$ cat src/rtl/tcbe_pkg.sv
// ----------------------------------------------------------------------------
// tcbe_pkg
// Shared request codes, datapath operation codes and the command and status
// structures that join the text cell buffer controller and datapath.
// ----------------------------------------------------------------------------
package tcbe_pkg;

  // Request type codes carried by an input item.
  localparam logic [2:0] REQ_PLOT      = 3'd0;
  localparam logic [2:0] REQ_ATTR      = 3'd1;
  localparam logic [2:0] REQ_CLEAR     = 3'd2;
  localparam logic [2:0] REQ_SCROLL    = 3'd3;
  localparam logic [2:0] REQ_CLR_DIRTY = 3'd4;

  // Configuration register indexes.
  localparam logic CFG_COLUMNS = 1'b0;
  localparam logic CFG_ROWS    = 1'b1;

  // Character written into every cleared or exposed cell.
  localparam logic [7:0] BLANK_CHAR = 8'h20;

  // Datapath operations issued by the controller.
  localparam logic [3:0] OP_NONE     = 4'd0;
  localparam logic [3:0] OP_INIT     = 4'd1;
  localparam logic [3:0] OP_PLOT     = 4'd2;
  localparam logic [3:0] OP_ATTR_RD  = 4'd3;
  localparam logic [3:0] OP_ATTR_WR  = 4'd4;
  localparam logic [3:0] OP_HSTEP    = 4'd5;
  localparam logic [3:0] OP_RUN_WR   = 4'd6;
  localparam logic [3:0] OP_MARK_RUN = 4'd7;
  localparam logic [3:0] OP_CP_RD    = 4'd8;
  localparam logic [3:0] OP_CP_WR    = 4'd9;
  localparam logic [3:0] OP_BL_WR    = 4'd10;
  localparam logic [3:0] OP_MARK_SCR = 4'd11;
  localparam logic [3:0] OP_CLR_RECT = 4'd12;
  localparam logic [3:0] OP_OUT      = 4'd13;

  typedef struct packed {
    logic       load;
    logic [3:0] op;
  } tcbe_cmd_t;

  typedef struct packed {
    logic [2:0] req_type;
    logic       in_bounds;
    logic       run_nz;
    logic       scroll_ok;
    logic       lines_zero;
    logic       h_done;
    logic       run_last;
    logic       col_last;
    logic       rows_last;
    logic       out_free;
  } tcbe_stat_t;

endpackage

$ cat src/rtl/tcbe_ctrl.sv
// ----------------------------------------------------------------------------
// tcbe_ctrl
// Controller state machine: sequences one request at a time through the
// datapath and hands the finished result to the output register.
// ----------------------------------------------------------------------------
module tcbe_ctrl (
  input  logic                 clk,
  input  logic                 rst_n,
  input  logic                 in_valid,
  output logic                 in_ready,
  input  tcbe_pkg::tcbe_stat_t stat,
  output tcbe_pkg::tcbe_cmd_t  cmd
);
  import tcbe_pkg::*;

  localparam logic [3:0] S_IDLE = 4'd0;
  localparam logic [3:0] S_DEC  = 4'd1;
  localparam logic [3:0] S_PLOT = 4'd2;
  localparam logic [3:0] S_ARD  = 4'd3;
  localparam logic [3:0] S_AWR  = 4'd4;
  localparam logic [3:0] S_HGT  = 4'd5;
  localparam logic [3:0] S_RUN  = 4'd6;
  localparam logic [3:0] S_MRUN = 4'd7;
  localparam logic [3:0] S_CRD  = 4'd8;
  localparam logic [3:0] S_CWR  = 4'd9;
  localparam logic [3:0] S_BL   = 4'd10;
  localparam logic [3:0] S_MSCR = 4'd11;
  localparam logic [3:0] S_CLR  = 4'd12;
  localparam logic [3:0] S_FIN  = 4'd13;

  logic [3:0] state_r;
  logic [3:0] state_nxt;

  always_comb begin
    state_nxt = state_r;
    cmd.load  = 1'b0;
    cmd.op    = OP_NONE;
    in_ready  = 1'b0;
    unique case (state_r)
      S_IDLE: begin
        in_ready = 1'b1;
        if (in_valid) begin
          cmd.load  = 1'b1;
          state_nxt = S_DEC;
        end
      end
      S_DEC: begin
        unique case (stat.req_type)
          REQ_PLOT: begin
            state_nxt = stat.in_bounds ? S_PLOT : S_FIN;
          end
          REQ_ATTR: begin
            state_nxt = stat.in_bounds ? S_ARD : S_FIN;
          end
          REQ_CLEAR: begin
            if (stat.in_bounds && stat.run_nz) begin
              cmd.op    = OP_INIT;
              state_nxt = S_HGT;
            end else begin
              state_nxt = S_FIN;
            end
          end
          REQ_SCROLL: begin
            if (!stat.scroll_ok) begin
              state_nxt = S_FIN;
            end else if (stat.lines_zero) begin
              state_nxt = S_MSCR;
            end else begin
              cmd.op    = OP_INIT;
              state_nxt = S_CRD;
            end
          end
          REQ_CLR_DIRTY: begin
            state_nxt = S_CLR;
          end
          default: begin
            state_nxt = S_FIN;
          end
        endcase
      end
      S_PLOT: begin
        cmd.op    = OP_PLOT;
        state_nxt = S_FIN;
      end
      S_ARD: begin
        cmd.op    = OP_ATTR_RD;
        state_nxt = S_AWR;
      end
      S_AWR: begin
        cmd.op    = OP_ATTR_WR;
        state_nxt = S_FIN;
      end
      S_HGT: begin
        if (stat.h_done) begin
          state_nxt = S_RUN;
        end else begin
          cmd.op = OP_HSTEP;
        end
      end
      S_RUN: begin
        cmd.op = OP_RUN_WR;
        if (stat.run_last) begin
          state_nxt = S_MRUN;
        end
      end
      S_MRUN: begin
        cmd.op    = OP_MARK_RUN;
        state_nxt = S_FIN;
      end
      S_CRD: begin
        cmd.op    = OP_CP_RD;
        state_nxt = S_CWR;
      end
      S_CWR: begin
        cmd.op    = OP_CP_WR;
        state_nxt = (stat.col_last && stat.rows_last) ? S_BL : S_CRD;
      end
      S_BL: begin
        cmd.op = OP_BL_WR;
        if (stat.col_last && stat.rows_last) begin
          state_nxt = S_MSCR;
        end
      end
      S_MSCR: begin
        cmd.op    = OP_MARK_SCR;
        state_nxt = S_FIN;
      end
      S_CLR: begin
        cmd.op    = OP_CLR_RECT;
        state_nxt = S_FIN;
      end
      S_FIN: begin
        if (stat.out_free) begin
          cmd.op    = OP_OUT;
          state_nxt = S_IDLE;
        end
      end
      default: begin
        state_nxt = S_IDLE;
      end
    endcase
  end

  always_ff @(posedge clk) begin
    if (!rst_n) begin
      state_r <= S_IDLE;
    end else begin
      state_r <= state_nxt;
    end
  end

`ifndef SYNTHESIS
  a_load_decodes: assert property (@(posedge clk) disable iff (!rst_n)
    cmd.load |=> state_r == S_DEC)
    else $error("accepted item did not move to decode");

  a_fin_holds: assert property (@(posedge clk) disable iff (!rst_n)
    (state_r == S_FIN) && !stat.out_free |=> state_r == S_FIN)
    else $error("result dropped while output register was full");

  a_ready_idle: assert property (@(posedge clk) disable iff (!rst_n)
    in_ready |-> state_r == S_IDLE)
    else $error("input ready raised while an item is in flight");
`endif

endmodule

$ cat config.mk
export PLATFORM = sky130hd
export DESIGN_NAME = tcbe_ctrl
export DESIGN_NICKNAME = d
export VERILOG_FILES = /design/src/rtl/tcbe_pkg.sv /design/src/rtl/tcbe_ctrl.sv
export SDC_FILE = /design/constraint.sdc
export NUM_CORES = 1
export LEC_CHECK = 0
export ABC_AREA = 1
export BUFFER_PORTS_ARGS = -buffer_cell sky130_fd_sc_hd__buf_4
export CAP_MARGIN = 20
export CORE_UTILIZATION = 25
export DETAILED_ROUTE_END_ITERATION = 6
export SETUP_SLACK_MARGIN = 0.4
export SYNTH_ARGS = -nofsm -noshare
export SYNTH_HDL_FRONTEND = slang
export SYNTH_SLANG_ARGS = --single-unit
$ cat constraint.sdc
create_clock -name clk -period 1.3 [get_ports clk]
set_input_delay 0.26 -clock clk [delete_from_list [all_inputs] [get_ports clk]]
set_output_delay 0.26 -clock clk [all_outputs]
set_load 0.02 [all_outputs]
# After elaboration in Yosys (flattened, before gate mapping)
# Index checks and enable logic that the tools add are counted.
# op_classes
eq_ne,22
n_mux,23
reduce_logical,6
# op_table
operator,count
$pmux W4 S13,1
$pmux W4 S10,1
$mux W4,9
$eq A4 B4 Y1 const B,6
$pmux W4 S5,1
$eq A4 B3 Y1 const B,4
$ne A2 B2 Y1 const B,5
$eq A4 B2 Y1 const B,2
$eq A3 B2 Y1 const B,2
$mux W1,6
$mux W3,2
$reduce_and A5 Y1,1
$reduce_or A5 Y1,1
$eq A4 B1 Y1 const B,1
$logic_not A4 Y1,1
$mux W2,2
$eq A3 B1 Y1 const B,1
$eq A3 B3 Y1 const B,1
$logic_not A3 Y1,1
$logic_and A1 B1 Y1,2
$pmux W1 S2,1
# word_totals
regBits,4

# Depth between registers and ports, before layout
# logic_depth
ltp_word,4
mapped_depth,10
ltp_nobuf,10

# Worst setup path before layout
# No wires, ideal clock.
# synth_path
path_type,register to register
from,reg state_r[2]
to,reg state_r[3]
arrival_ps,1238
required_ps,1230
path_slack_ps,-8
path_stages_with_launch,10
path_buffers,0
cell_sequence,dfxtp_1 > nor2_2 > inv_2 > nor2_2 > nand2_2 > nand2_2 > nor2_2 > o21ai_2 > nand2_1 > a21oi_1
# synth_between
elab_chain_cells,3
# synth_rtl
item,line_no,source
from (decl),tcbe_ctrl.sv:31,logic [3:0] state_r;
from (signal assigned),tcbe_ctrl.sv:148,state_r <= state_nxt;
"$eq A4 B4 Y1, or another cell as far along",tcbe_ctrl.sv:39,unique case (state_r)
$reduce_or A5 Y1 (no source line) or $ne A2 B2 Y1 (tied branches),--,
$pmux W4 S10 or $reduce_and A5 Y1 (tied branches),--,
# Parallel ways exist; a longest one is shown, timed or not.
# A chain may end at the register's enable or synchronous reset.

==> results.yml <==
cells_and_area:
  largest_reg_flops: 4
  fin_nets: 183
  design_area_mm2: 0.001216
  final_common_cell: "buf_4"
  multiInputGateArea_um2: 613.1
  max_flop_register: "state_r"
  seq_area_um2: 95.09
  top_regs: "state_r x4"
  nFillCells: 215
  mostFrequentLayoutCells: "buf_4 (38), nand2_1 (31), inv_1 (12)"
  drive_gt1_share_pct: 57.49
  antenna_cells: 0
  areaGrowthSynthToFinish_pct: 100.4
yosys:
  yosys_warnings: 0
  synthSimpleGateAreaFrac_pct: 60.00
  yosys.area_share.adder_pct: 0
  syn_area_um2: 606.8
  synthMuxAreaShare_pct: 0
  synth.yosys.seq_area_share_pct: 13.20
  synth-compound-area-share_pct: 13.40
  avgSynthCellArea_um2: 5.099
  synth_area_leaders: "nand2_1 (25%), dfxtp_1 (13%), nor2_1 (11%), inv_1 (8.0%), a21oi_1 (6.6%)"
  synth-seq-cells: 4
  synth_top_area_share_pct: 24.74
  yosys.area.top_type: "nand2_1"
  netlist_instances: 119
  synth_xor_area_share_pct: 0
  synth_top_family_by_area: "simple AND/OR/NAND/NOR gates"
  syn_nets: 134
  yosysUniqueCellTypes: 20
die:
  core_area_mm2: 0.002255
  start_util_pct: 26.91
  ioPinCount: 21
  die_h_um: 51.27
  die_w_um: 51.27
  dieArea_mm2: 0.002628
  row_count: 17
grt:
  global_route.usage.met3_pct: 2.083
  antenna_found_initial: 0
  grt_overflow: 0
  met2_usage_pct: 31.36
  grt_max_degree: 7
  track_usage_pct: 15.77
  first_global_vias: 816
  grt_first_pass_wirelength_mm: 3.215
  top_usage_layer: "met2"
  grt_use_met1_pct: 17.28
placement:
  place_area_um2: 955.9
  io_buffers: 20
  dp_hpwl_mm: 1.415
  globalplace.congestion: 0.9186
pwr:
  ir_worst_vdd_uv: 1142
  power_density_mw_per_mm2: 1828
  leakage_nw: 0.6033
setup_path:
  path_cells: "inv_2 > nor2_4 > nand3_2 > nand4_1 > buf_4"
  worstPathRequired_ns: 1.04
  reg2reg_depth: 9
  crit_type: "reg -> out"
  cp_max_fo: 4
  timing.rr.start: "state_r[2]$_SDFFE_PN0P_"
  cpPeakStageDelay_ns: 0.38
  r2r-end: "state_r[0]$_SDFFE_PN0P_"
  crit_path_start_kind: "flip-flop"
  crit_arrival_ns: 1.24
  crit_slowest_cell: "dfxtp_4"
  cp-end-kind: "output port"
  ff2ff_setup_slack_ns: -0.06
worst_hold_path:
  hp-class: "in -> reg"
  holdPathEnd: "state_r[3]$_SDFFE_PN0P_"
  whs_path_depth: 3
  min_from: "rst_n"
timing:
  setup_slack_ns: -0.1982
  whs_ns: 0.3063
  grt_setup_unrepaired: "yes"
  fin_crit_sh_pct: 115.2
  finalSetupViolCount: 10
  hold_viol_final: 0
  skew_ns: 0.001511
  slew_headroom_pct: 85.92
  clock.fmax_mhz: 667.5
  finalCriticalPeriod_ns: 1.498
  slew_violations: 0
  tightest_slew_ns: 0.2104
cts:
  insertion_delay_ns: 0.24
  clock_sinks: 4
  root_buffer: "clkbuf_4"
  cts.path.max_buffers: 2
  cts_tree: "done"
  htreeDepth: 1
  cts_buffers: 3
  clkTransAtPathRegs_ns: 0.04
  hold_buffers: 0
detailed_routing:
  drt-vias-per-instance: 4.631
  first_pass_iters: 6
  drtAntennaViolNets: 0
  drt_iter0_markers: 12
  routed_wirelength_mm: 2.102
  via_count: 903
  drc: 0
  wl_per_cell_um: 10.78
job:
  cap_viol_max_count: 0
outcome:
  violations: "negative setup slack"
  outcome: "complete, but fails checks"
## stage by stage
step / setup TNS (ns) / instances / util, % / total power, W / worst slack (ns)
CTS: -0.8049 / 193 / 52.22 / 0.002073 / -0.1733
detailed placement: -0.6708 / 181 / 42.40 / 0.001487 / -0.1575
finish: -1.008 / 195 / 53.94 / 0.002223 / -0.1982
global placement: -0.4644 / 181 / 42.40 / 0.001479 / -0.1235
floorplan: 0 / 119 / - / 0.001054 / 0.06699
global route: -1.578 / 195 / 53.94 / 0.002363 / -0.2301
## logic make-up (layout without fill, tap and decap cells)
| group | after synthesis | after routing |
|---|---|---|
| buffers and inverters | 19 | 67 |
| DFF | 4 | 4 |
| and+or+nand+nor | 81 | 81 |
| AOI/OAI and AO/OA | 15 | 15 |
## worst max-delay path: cells and delay by family, from the launching register on
family,cells,cell delay [ns]
buffers and inverters,2,0.21
AND/OR/NAND/NOR,3,0.40
flip-flops,1,0.38
## how the worst max path moves through the flow
| stage | end | slack (ns) | from | cells past startpoint |
|---|---|---|---|---|
| 2_1_floorplan | state_r[2]$_SDFFE_PN0P_ | 0.07 | state_r[3]$_SDFFE_PN0P_ | 9 |
| 3_3_place_gp | state_r[2]$_SDFFE_PN0P_ | -0.12 | state_r[0]$_SDFFE_PN0P_ | 8 |
| 3_5_place_dp | state_r[2]$_SDFFE_PN0P_ | -0.16 | state_r[0]$_SDFFE_PN0P_ | 8 |
| 4_1_cts | cmd[0] | -0.17 | state_r[3]$_SDFFE_PN0P_ | 5 |
| 5_1_grt | cmd[0] | -0.23 | state_r[2]$_SDFFE_PN0P_ | 5 |
| 6_report | cmd[0] | -0.20 | state_r[2]$_SDFFE_PN0P_ | 5 |
## synthesized netlist by cell type
cell      number
nand4_1        1
buf_6          1
nand2_1       40
inv_2          4
nand3_2        2
a21oi_1        8
inv_1         13
o21ai_1        1
nor2_1        18
dfxtp_1        4
o211ai_1       1
nor2_2         4
o21ai_2        1
nand3_1        6
o21ai_0        4
nand2_2        3
nor3_1         5
inv_4          1
nand2_4        1
nor3_2         1
## routing by layer
layer | share of wire, % | wire [um] | vias to the layer above
met5 | 0 | 0 | -
met4 | 1.2 | 25 | 0
met3 | 3.5 | 74 | 4
met2 | 54 | 1134 | 25
met1 | 41 | 868 | 402
li1 | - | - | 472
## final cells by class
type	count	area share, %
Clock buffer	4	2.160
Inverter	18	6.790
Multi-Input combinational cell	96	50.41
Sequential cell	4	7.819
Tap cell	28	2.881
Timing Repair Buffer	45	29.94
## power breakdown
part | switching [W] | internal (W)
registers | 0.000118 | 0.000188
clock network | 0.0000652 | 0.000116
logic | 0.000886 | 0.000850
## what timing repair did
item,in CTS,in global routing
buffers inserted,8,2
gates resized for setup,37,7
setup endpoints to repair,10,10
pin swaps,15,6
No activity file was read; power rests on OpenSTA's default activity.
